### src/rtl/smbp_pkg.sv
package smbp_pkg;

	// Default width of byte offsets inside one structure.
	localparam int unsigned OFFSET_WIDTH_DEF = 16;

	// Header layout and limits.
	localparam logic [7:0] END_OF_TABLE_TYPE = 8'd127;
	localparam logic [7:0] HEADER_BYTES      = 8'd4;
	localparam logic [7:0] STRING_SET_MIN    = 8'd2;

	// Record kinds.
	localparam logic [1:0] KIND_STRING = 2'd0;
	localparam logic [1:0] KIND_DONE   = 2'd1;
	localparam logic [1:0] KIND_ERROR  = 2'd2;

	// Error codes.
	localparam logic [1:0] ERR_NONE       = 2'd0;
	localparam logic [1:0] ERR_TRUNCATED  = 2'd1;
	localparam logic [1:0] ERR_BAD_LENGTH = 2'd2;

	typedef enum logic [3:0] {
		PH_IDLE      = 4'b0001,
		PH_HEADER    = 4'b0010,
		PH_FORMATTED = 4'b0100,
		PH_STRINGS   = 4'b1000
	} phase_t;

	typedef struct packed {
		logic [7:0]  data_byte;
		logic        start_flag;
		logic [15:0] bytes_available;
	} item_t;

	typedef struct packed {
		logic [1:0]  record_kind;
		logic [1:0]  error_code;
		logic [7:0]  struct_type;
		logic [15:0] struct_handle;
		logic [7:0]  formatted_length;
		logic [15:0] struct_size;
		logic [15:0] string_tally;
		logic [15:0] string_number;
		logic [15:0] trim_offset;
		logic [15:0] trim_length;
	} result_t;

	// Whitespace for trimming: tab, line feed, vertical tab, form feed,
	// carriage return and space.
	function automatic logic is_blank(input logic [7:0] b);
		return ((b >= 8'd9) && (b <= 8'd13)) || (b == 8'd32);
	endfunction

endpackage

### src/rtl/smbios_structure_parser.sv
// Data path: a transferred byte is held in the input register and parsed from there;
// any record it causes goes through the result register onto the result port.
// Throughput: one byte per cycle while the result side keeps up; a record held
// downstream stops the parse stage until it is transferred.
// Reset: arst_n is asynchronous and active low; it empties both the input register and
// the result register and returns the parser to idle, waiting for a start byte.
module smbios_structure_parser #(
	parameter int unsigned OFFSET_WIDTH = smbp_pkg::OFFSET_WIDTH_DEF
) (
	input  logic              clk,
	input  logic              arst_n,
	input  logic              item_valid,
	output logic              item_ready,
	input  smbp_pkg::item_t   item,
	output logic              result_valid,
	input  logic              result_ready,
	output smbp_pkg::result_t result
);
	import smbp_pkg::*;

	// Input register. A byte waits here until the parse stage can run, which
	// it can whenever the result register is empty or is being drained in the
	// same cycle. While a finished record waits for its transfer downstream,
	// the parse stage stops and the input side takes at most one more byte,
	// which then waits here.
	logic    item_valid_s1;
	item_t   item_s1;

	// Result register, which decouples the parse stage from the consumer.
	logic    result_valid_q;
	result_t result_q;

	logic    step_en;
	logic    res_valid;
	result_t res;

	assign step_en    = item_valid_s1 && (!result_valid_q || result_ready);
	assign item_ready = !item_valid_s1 || step_en;

	always_ff @(posedge clk or negedge arst_n) begin
		if (!arst_n) begin
			item_valid_s1 <= 1'b0;
		end else if (item_ready) begin
			item_valid_s1 <= item_valid;
		end
	end

	always_ff @(posedge clk) begin
		if (item_ready && item_valid) begin
			item_s1 <= item;
		end
	end

	// The parse stage: header capture, length checks, the walk over the
	// formatted area and the string set scan with whitespace trimming.
	smbp_core #(
		.OFFSET_WIDTH(OFFSET_WIDTH)
	) u_core (
		.clk      (clk),
		.arst_n   (arst_n),
		.step_en  (step_en),
		.item     (item_s1),
		.res_valid(res_valid),
		.res      (res)
	);

	// A transfer downstream empties the register; a new record fills it in
	// the same cycle if the parse stage produced one.
	always_ff @(posedge clk or negedge arst_n) begin
		if (!arst_n) begin
			result_valid_q <= 1'b0;
		end else begin
			if (result_ready) begin
				result_valid_q <= 1'b0;
			end
			if (step_en && res_valid) begin
				result_valid_q <= 1'b1;
			end
		end
	end

	always_ff @(posedge clk) begin
		if (step_en && res_valid) begin
			result_q <= res;
		end
	end

	assign result_valid = result_valid_q;
	assign result       = result_q;

`ifndef SYNTHESIS
	// Only error records carry an error code.
	a_err_matches_kind: assert property (@(posedge clk) disable iff (!arst_n)
		result_valid |-> ((result.record_kind == KIND_ERROR) == (result.error_code != ERR_NONE)))
		else $error("error code does not match record kind");

	// A string record numbers itself and its running count alike, never zero.
	a_string_number: assert property (@(posedge clk) disable iff (!arst_n)
		result_valid && (result.record_kind == KIND_STRING) |->
		(result.string_number == result.string_tally) && (result.string_number != 16'd0))
		else $error("string record numbering broken");

	// A record that is not taken must not be replaced by the parse stage.
	a_no_overwrite: assert property (@(posedge clk) disable iff (!arst_n)
		result_valid && !result_ready |-> !step_en)
		else $error("parse stage ran while the result register was held");

	// A held byte stays in the input register until it is parsed.
	a_input_held: assert property (@(posedge clk) disable iff (!arst_n)
		item_valid_s1 && !step_en |=> item_valid_s1 && $stable(item_s1))
		else $error("input register lost a byte");
`endif

endmodule

### src/rtl/smbp_core.sv
module smbp_core #(
	parameter int unsigned OFFSET_WIDTH = smbp_pkg::OFFSET_WIDTH_DEF
) (
	input  logic             clk,
	input  logic             arst_n,
	input  logic             step_en,
	input  smbp_pkg::item_t  item,
	output logic             res_valid,
	output smbp_pkg::result_t res
);
	import smbp_pkg::*;

	localparam int unsigned W  = OFFSET_WIDTH;
	localparam int unsigned CW = OFFSET_WIDTH + 2;

	phase_t       phase_q;
	logic [W-1:0] pos_q;
	logic [W-1:0] limit_q;
	logic [7:0]   htype_q;
	logic [7:0]   hlen_q;
	logic [15:0]  handle_q;
	logic         present_q;
	logic         prev_nul_q;
	logic [W-1:0] seen_q;
	logic [W-1:0] first_q;
	logic [W-1:0] last_q;
	logic         nsseen_q;

	phase_t       phase_d;
	logic [W-1:0] pos_d;
	logic [W-1:0] limit_d;
	logic [7:0]   htype_d;
	logic [7:0]   hlen_d;
	logic [15:0]  handle_d;
	logic         present_d;
	logic         prev_nul_d;
	logic [W-1:0] seen_d;
	logic [W-1:0] first_d;
	logic [W-1:0] last_d;
	logic         nsseen_d;

	// State as seen by this byte, after a start has cleared it.
	phase_t       ph;
	logic [W-1:0] pos;
	logic [W-1:0] lim;
	logic [7:0]   htype;
	logic [7:0]   hlen;
	logic [15:0]  handle;
	logic         present;
	logic         prev_nul;
	logic [W-1:0] seen;
	logic [W-1:0] first;
	logic [W-1:0] last;
	logic         nsseen;

	logic [7:0]    b;
	logic          nul;
	logic          ns_cur;
	logic [7:0]    eff_len;
	logic [CW-1:0] pos_x;
	logic [CW-1:0] pos_inc_x;
	logic [CW-1:0] lim_x;
	logic [CW-1:0] hlen_x;
	logic [W:0]    tlen_w;
	logic [W-1:0]  seen_inc;
	logic [1:0]    kind;
	logic [1:0]    err;
	logic [15:0]   total;
	logic [15:0]   count;
	logic [15:0]   num;
	logic [15:0]   toff;
	logic [15:0]   tlen;

	always_comb begin
		b        = item.data_byte;
		nul      = (b == 8'd0);
		ph       = item.start_flag ? PH_HEADER : phase_q;
		pos      = item.start_flag ? '0 : pos_q;
		lim      = item.start_flag ? W'(item.bytes_available) : limit_q;
		htype    = item.start_flag ? 8'd0 : htype_q;
		hlen     = item.start_flag ? 8'd0 : hlen_q;
		handle   = item.start_flag ? 16'd0 : handle_q;
		present  = item.start_flag ? 1'b0 : present_q;
		prev_nul = item.start_flag ? 1'b0 : prev_nul_q;
		seen     = item.start_flag ? '0 : seen_q;
		first    = item.start_flag ? '0 : first_q;
		last     = item.start_flag ? '0 : last_q;
		nsseen   = item.start_flag ? 1'b0 : nsseen_q;

		pos_x     = CW'(pos);
		pos_inc_x = pos_x + CW'(1);
		lim_x     = CW'(lim);
		hlen_x    = CW'(hlen);
		seen_inc  = seen + W'(1);
		eff_len   = (hlen == 8'd0) ? HEADER_BYTES : hlen;
		ns_cur    = nsseen;
		tlen_w    = '0;

		phase_d    = ph;
		pos_d      = pos + W'(1);
		limit_d    = lim;
		htype_d    = htype;
		hlen_d     = hlen;
		handle_d   = handle;
		present_d  = present;
		prev_nul_d = prev_nul;
		seen_d     = seen;
		first_d    = first;
		last_d     = last;
		nsseen_d   = nsseen;

		res_valid = 1'b0;
		kind      = KIND_ERROR;
		err       = ERR_NONE;
		total     = 16'd0;
		count     = 16'd0;
		num       = 16'd0;
		toff      = 16'd0;
		tlen      = 16'd0;

		case (ph)
			PH_IDLE: begin
				pos_d = pos;
			end
			PH_HEADER: begin
				if (pos == W'(0)) begin
					htype_d = b;
					if (lim_x < CW'(HEADER_BYTES + STRING_SET_MIN)) begin
						res_valid = 1'b1;
						err       = ERR_TRUNCATED;
						phase_d   = PH_IDLE;
					end
				end else if (pos == W'(1)) begin
					hlen_d = b;
				end else if (pos == W'(2)) begin
					handle_d = {8'd0, b};
				end else begin
					handle_d = {b, handle[7:0]};
					hlen_d   = eff_len;
					if (hlen == 8'd0) begin
						htype_d = END_OF_TABLE_TYPE;
					end
					if (eff_len < HEADER_BYTES) begin
						res_valid = 1'b1;
						err       = ERR_BAD_LENGTH;
						phase_d   = PH_IDLE;
					end else if (CW'(eff_len) + CW'(STRING_SET_MIN) > lim_x) begin
						res_valid = 1'b1;
						err       = ERR_TRUNCATED;
						phase_d   = PH_IDLE;
					end else begin
						phase_d = (eff_len == HEADER_BYTES) ? PH_STRINGS : PH_FORMATTED;
					end
				end
			end
			PH_FORMATTED: begin
				if (pos_inc_x >= hlen_x) begin
					phase_d = PH_STRINGS;
				end
			end
			PH_STRINGS: begin
				if (pos_x == hlen_x) begin
					present_d = !nul;
					ns_cur    = 1'b0;
					nsseen_d  = 1'b0;
				end
				if ((pos_x > hlen_x) && prev_nul && nul) begin
					res_valid = 1'b1;
					kind      = KIND_DONE;
					total     = 16'(pos_inc_x);
					count     = 16'(seen);
					phase_d   = PH_IDLE;
				end else if (pos_inc_x >= lim_x) begin
					res_valid = 1'b1;
					err       = ERR_TRUNCATED;
					phase_d   = PH_IDLE;
				end else begin
					if (nul) begin
						if (present_d) begin
							tlen_w    = ns_cur ? ({1'b0, last} - {1'b0, first} + (W+1)'(1))
								: '0;
							res_valid = 1'b1;
							kind      = KIND_STRING;
							count     = 16'(seen_inc);
							num       = 16'(seen_inc);
							toff      = ns_cur ? 16'(first) : 16'(pos);
							tlen      = 16'(tlen_w);
							seen_d    = seen_inc;
							nsseen_d  = 1'b0;
						end
					end else if (!is_blank(b)) begin
						if (!ns_cur) begin
							first_d = pos;
						end
						last_d   = pos;
						nsseen_d = 1'b1;
					end
					prev_nul_d = nul;
				end
			end
			default: begin
				phase_d = PH_IDLE;
			end
		endcase

		res.record_kind      = kind;
		res.error_code       = err;
		res.struct_type      = htype_d;
		res.struct_handle    = (kind == KIND_ERROR) && (pos == W'(0)) ? 16'd0 : handle_d;
		res.formatted_length = hlen_d;
		res.struct_size      = total;
		res.string_tally     = count;
		res.string_number    = num;
		res.trim_offset      = toff;
		res.trim_length      = tlen;
	end

	always_ff @(posedge clk or negedge arst_n) begin
		if (!arst_n) begin
			phase_q    <= PH_IDLE;
			pos_q      <= '0;
			limit_q    <= '0;
			htype_q    <= 8'd0;
			hlen_q     <= 8'd0;
			handle_q   <= 16'd0;
			present_q  <= 1'b0;
			prev_nul_q <= 1'b0;
			seen_q     <= '0;
			first_q    <= '0;
			last_q     <= '0;
			nsseen_q   <= 1'b0;
		end else if (step_en) begin
			phase_q    <= phase_d;
			pos_q      <= pos_d;
			limit_q    <= limit_d;
			htype_q    <= htype_d;
			hlen_q     <= hlen_d;
			handle_q   <= handle_d;
			present_q  <= present_d;
			prev_nul_q <= prev_nul_d;
			seen_q     <= seen_d;
			first_q    <= first_d;
			last_q     <= last_d;
			nsseen_q   <= nsseen_d;
		end
	end

endmodule

### config.mk
export PLATFORM = sky130hd
export DESIGN_NAME = smbios_structure_parser
export DESIGN_NICKNAME = d
export VERILOG_FILES = /design/src/rtl/smbp_pkg.sv /design/src/rtl/smbios_structure_parser.sv /design/src/rtl/smbp_core.sv
export SDC_FILE = /design/constraint.sdc
export NUM_CORES = 1
export LEC_CHECK = 0
export ABC_AREA = 0
export CAP_MARGIN = 20
export CORE_AREA = 4 4 148 293
export DETAILED_ROUTE_END_ITERATION = 7
export DIE_AREA = 0 0 152 297
export DONT_BUFFER_PORTS = 1
export PLACE_DENSITY = 0.54
export SLEW_MARGIN = 20
export SYNTH_ARGS = -nofsm -noshare
export SYNTH_HDL_FRONTEND = slang
export SYNTH_HIERARCHICAL = 1
export SYNTH_SLANG_ARGS = --single-unit
### constraint.sdc
create_clock -name clk -period 30.1 [get_ports clk]
set_input_delay 0 -clock clk [delete_from_list [all_inputs] [get_ports clk]]
set_output_delay 0 -clock clk [all_outputs]
set_load 0.01 [all_outputs]
# After elaboration in Yosys (flattened, before gate mapping)
# Cells that the tools add are included.
# classes
add_sub_neg,6
order_cmp,8
n_eq_ne,10
mux,99
n_bitwise,4
n_reduce_logical,21
# op_table
cell,count
$mux W16,31
$mux W8,12
$add A16 B1 Y16 const B,3
$mux W4,11
$mux W1,32
$mux W2,10
$ge A18 B16 Y1,1
$ge A18 B8 Y1,1
$gt A18 B16 Y1,1
$add A16 B1 Y17 const B,1
$eq A16 B1 Y1 const B,1
$eq A16 B2 Y1 const B,1
$eq A16 B8 Y1,1
$gt A16 B8 Y1,1
$logic_not A16 Y1,1
$logic_not A8 Y1,2
$lt A16 B3 Y1 const B,1
$pmux W4 S4,1
$sub A16 B16 Y16,1
$add A8 B2 Y9 const B,1
$eq A8 B3 Y1 const B,1
$eq A8 B6 Y1 const B,1
$ge A8 B4 Y1 const B,1
$le A8 B4 Y1 const B,1
17 further kinds,30
# word_totals
ff_bits,262
output_inout_bits,118
word_cells,175

# Longest topological paths before layout
# depth
ltp_word,13
depth_mapped,23
depth_no_buf,18

# Modules after synthesis
# Netlist, hierarchy kept.
# modules_own_cells
mod,instances,cells_each,area_each_um2,seq_area_each_um2
smbp_core,1,1203,9904.5,2979.1
smbios_structure_parser,1,151,4342.9,4284.1

# Least setup slack after synthesis
# Ideal clock, no wire load.
# synth_path
path_type,register to register
start,register item_s1[16] in the netlist's numbering
end,"register result_q, in the netlist result[0], enable pin"
t_arrival_ns,9.394
slack_ns,20.100
path_stages_with_launch,23
synth_period_minus_slack_ns,10.000
cell_sequence,edfxtp_1 buf_4 buf_6 buf_4 buf_2 buf_1 nor2b_1 ha_1 nand3b_1 or4_1 buf_2 xnor2_1 nor2_1 ha_1 nand2_1 o21ai_0 o2111ai_1 a21o_1 nand3_4 a22oi_1 nand2_1 nand2_1 nor2b_1
# synth_via
elab_chain_cells,12
elab_cells_between_ends,37
# synth_rtl
item,line,rtl
"start, declared",smbios_structure_parser.sv:27,item_t item_s1;
"start signal, assigned",smbios_structure_parser.sv:50,item_s1 <= item;
$mux W8,smbp_core.sv:81,hlen = item.start_flag ? 8'd0 : hlen_q;
$logic_not A8 Y1,smbp_core.sv:95,eff_len = (hlen == 8'd0) ? HEADER_BYTES : hlen;
$mux W8,smbp_core.sv:95,
$add A8 B2 Y9,smbp_core.sv:147,end else if (CW'(eff_len) + CW'(STRING_SET_MIN) > lim_x) begin
$gt A18 B16 Y1,smbp_core.sv:147,
$mux W1,smbp_core.sv:147,
$mux W1,smbp_core.sv:143,if (eff_len < HEADER_BYTES) begin
$mux W1,smbp_core.sv:135,end else if (pos == W'(2)) begin
$mux W1,smbp_core.sv:133,end else if (pos == W'(1)) begin
$mux W1,smbp_core.sv:126,if (pos == W'(0)) begin
$pmux W1 S2 *,smbp_core.sv:121,case (ph)
via res_valid,smbios_structure_parser.sv:34,logic res_valid;
$logic_and A1 B1 Y1 *,smbios_structure_parser.sv:83,if (step_en && res_valid) begin
"end signal, assigned",smbios_structure_parser.sv:84,result_q <= res;
"end, declared",smbios_structure_parser.sv:31,result_t result_q;
# Mark *: on every way through the listed nets, which the timed path passes. The rest lies on a longest branch. The select of a mux whose other input is x is not followed.
# A chain may end at the register's enable or synchronous reset.

# Worst setup path in the final report
# layout_path
start,register item_s1[16] in the netlist's numbering
end,"register result_q, in the netlist result[76], enable pin"
# The elaborated chain is that of the path after synthesis.

==> impl_metrics.ini <==
[placement]
post-place-cells = 1819
place_ws_ns = 23.65
dp_hpwl_um = 29900
post_dp_cell_area_mm2 = 0.0146
io_buffers = 0
gp_congestion = 0.867

[global_route]
grt_antenna_before_repair = 0
met1_usage_pct = 19.3
grt_max_degree = 122
globalRouteMet2Util_pct = 33.6
grt_pass1_wl_um = 63800
busiest_layer = met2
grt_use_total_pct = 17.7
grtUsageMet3_pct = 2.61
grt_overflow = 0
grt_pass1_vias = 10600

[sta]
slew_violations = 0
worstMarginPinSlew_ns = 1.13
hold_viol = 0
slew_headroom_pct = 24.4
finalCriticalPeriod_ns = 6.42
fin_tns_setup_ns = 0
fin_ws_ns = 23.68
setup_viol = 0
rsz0062_at_grt = false
timing.final.crit_share_pct = 21.3
clock_skew_ns = 0.0280
timing.fmax_mhz = 156

[clocking]
cts_tree = built
clk_pin_slew_ns = 0.06
htree_levels = 1
cts_num_sinks = 262
cts_buffers = 25
cts_setup_buffers = 0
root_buffer = clkbuf_16
clk_path_buf_depth = 3
clk_latency_ns = 0.57

[hold_path]
hold_path.class = in -> reg
min_from = item[17]
whs_path_depth = 1
hold_end = item_s1[17]

[pwr]
clkPwrFrac_pct = 28.7
power.density_mw_per_mm2 = 72.5
switching_share_pct = 34.7
p_sw_w = 0.000396
intPower_w = 0.000747
ir_worst_vdd_mv = 0.0449
p_leak_nw = 6.11
comb_power_share_pct = 27.0
p_seq_share_pct = 44.3

[critical_path]
critPathSlowestCell = or4_1
worstReg2RegEnd = result[76]
timing.rr.start = item_s1[16]
worstSetupPathType = reg -> reg
cp.required_ns = 30.28
crit_chain = buf_4 -> inv_2 -> buf_4 -> nand2_1 -> inv_1 -> ha_1 -> nand3b_1 -> or4_1 -> xnor2_1 -> nor2_1 -> ha_1 -> nand2_1 -> o21ai_0 -> o2111ai_1 -> a21o_1 -> nand3_4 -> a22oi_1 -> nand2_1 -> nand2_1 -> nor2b_4 -> buf_4
path_delay_family = simple AND/OR/NAND/NOR gates
cp.arrival_ns = 6.60
r2r_setup_slack_ns = 23.68
worstSetupEndpointType = register
path_buf_inv = 5
cp_common_cell = nand2_1
crit_path_start_kind = register
cp_max_fo = 51
max_stage_delay_ns = 0.64
reg2regPathDepth = 21

[die]
io_pins = 147
rows = 105
initial_core_util_pct = 34.8
die_w_um = 152
die-area_mm2 = 0.0451
core_region_area_mm2 = 0.0410
die_h_um = 297

[yosys]
syn_avg_cell_area_um2 = 10.5
yosys_most_used_dff = edfxtp_1
yosysTopAreaCellShare_pct = 29.7
synth_nets = 1460
synth_edf_count = 141
synthArstFlopShare_pct = 46.2
ys.warnings.count = 6
synth_area_leaders = edfxtp_1, dfrtp_1, ha_1
yosysSeqAreaShare_pct = 51.0
synth-seq-cells = 262
yosysTopAreaCell = edfxtp_1
synth.distinct_cells = 93
syn_inst = 1354
synth_area_mm2 = 0.0142

[cells_and_area]
n_antenna_cell = 0
finalNonFillerCells = 1895
fillers = 4107
utilization_pct = 38.5
nets = 1447
final_common_cell = nand2_1
layout_common_cells = nand2_1, edfxtp_1, nor2_1
drive_gt1_share_pct = 8.24
area_growth_pct = 10.6
stdcell_area_mm2 = 0.0158

[drt]
drc = 0
vias = 10300
detail_route.wl_per_cell_um = 21.6
finalWirelength_um = 41000
first_pass_iters = 5
vias_per_cell = 5.44
drt_iter0_markers = 769
drtAntennaViolNets = 0

[outcome]
status = finished, final reports clean

[flow_run]
cap_violations = 0
-- synth_stat cells (all sizes together), types with 17 or more instances --
master	n
buf	36
nor3	23
nor2	122
xnor2	21
clkbuf	46
nand3	35
edfxtp	141
a22oi	17
nor2b	35
dfrtp	120
a22o	19
xor2	25
mux2	25
o22ai	19
inv	59
a21oi	57
nand2	157
ha	76
mux2i	20
o21ai	80
-- power by group through the flow --
| stage | registers (W) | logic (W) | clock network, W |
|---|---|---|---|
| 3_3_place_gp | 0.000514 | 0.000295 | 0 |
| 6_report | 0.000507 | 0.000308 | 0.000328 |
| 3_5_place_dp | 0.000515 | 0.000301 | 0 |
| 2_1_floorplan | 0.000497 | 0.000235 | 0 |
| 5_1_grt | 0.000513 | 0.000342 | 0.000354 |
| 4_1_cts | 0.000508 | 0.000311 | 0.000340 |
-- worst max-delay path by stage --
stage                      startpoint         end  slack (ns)  depth (start not counted)
after floorplan           item_s1[16]   result[0]       20.10                         22
after global placement    item_s1[16]  result[71]       23.87                         21
after detailed placement  item_s1[16]  result[69]       23.65                         21
after CTS                 item_s1[16]  result[76]       23.64                         21
after global routing      item_s1[16]  result[73]       23.22                         21
final                     item_s1[16]  result[76]       23.68                         21
-- cell type report --
| cell class | instances | area, um2 | share of cell area, % |
|---|---|---|---|
| Clock buffer | 29 | 651 | 4.13 |
| Clock inverter | 17 | 175 | 1.11 |
| Inverter | 59 | 221 | 1.40 |
| Multi-Input combinational cell | 951 | 6370 | 40.4 |
| Sequential cell | 262 | 7260 | 46.1 |
| Tap cell | 535 | 669 | 4.25 |
| Timing Repair Buffer | 42 | 408 | 2.59 |
-- through the flow --
stage / hold WS, ns / power, W
after detailed placement: -0.283 / 0.000816
after floorplan: -0.296 / 0.000732
after global routing: 0.0511 / 0.00121
after CTS: 0.0360 / 0.00116
final: 0.0632 / 0.00114
after global placement: -0.283 / 0.000809
-- registers in the layout, indices dropped and copies added, names as in the netlist, 4 cells and up --
name / count
result: 116
item_s1: 25
u_core/first_q: 16
u_core/handle_q: 16
u_core/last_q: 16
u_core/limit_q: 16
u_core/pos_q: 16
u_core/seen_q: 16
u_core/hlen_q: 8
u_core/htype_q: 8
u_core/phase_q: 4
-- metal layers --
metal  part of all wire, %  up-vias  wire [um]
li1                      -     4875          -
met3                   4.0       84       1650
met2                    54      301      22200
met5                     0        -          0
met4                   4.5        0       1840
met1                    37     5042      15300
-- what timing repair did --
item                                   in CTS  in global routing
endpoints found under the hold margin     159                  0
hold buffers                               30                  0
gates resized for setup                     0                  0
-- cells by family (layout without fill, tap and decap cells) --
logic type               Yosys count  count (layout)  share of synthesized area [%]
flip-flops                       262             262                           51.0
adder cells (fa/ha/maj)           77              77                           6.81
XOR/XNOR                          46              46                           2.83
buffers and inverters            141             147                           4.34
multiplexers                      45              45                           3.38
AND/OR/NAND/NOR                  483             483                           17.3
AO/OA/AOI/OAI                    300             300                           14.4
Note: power is estimated with default switching activity, not from simulation.
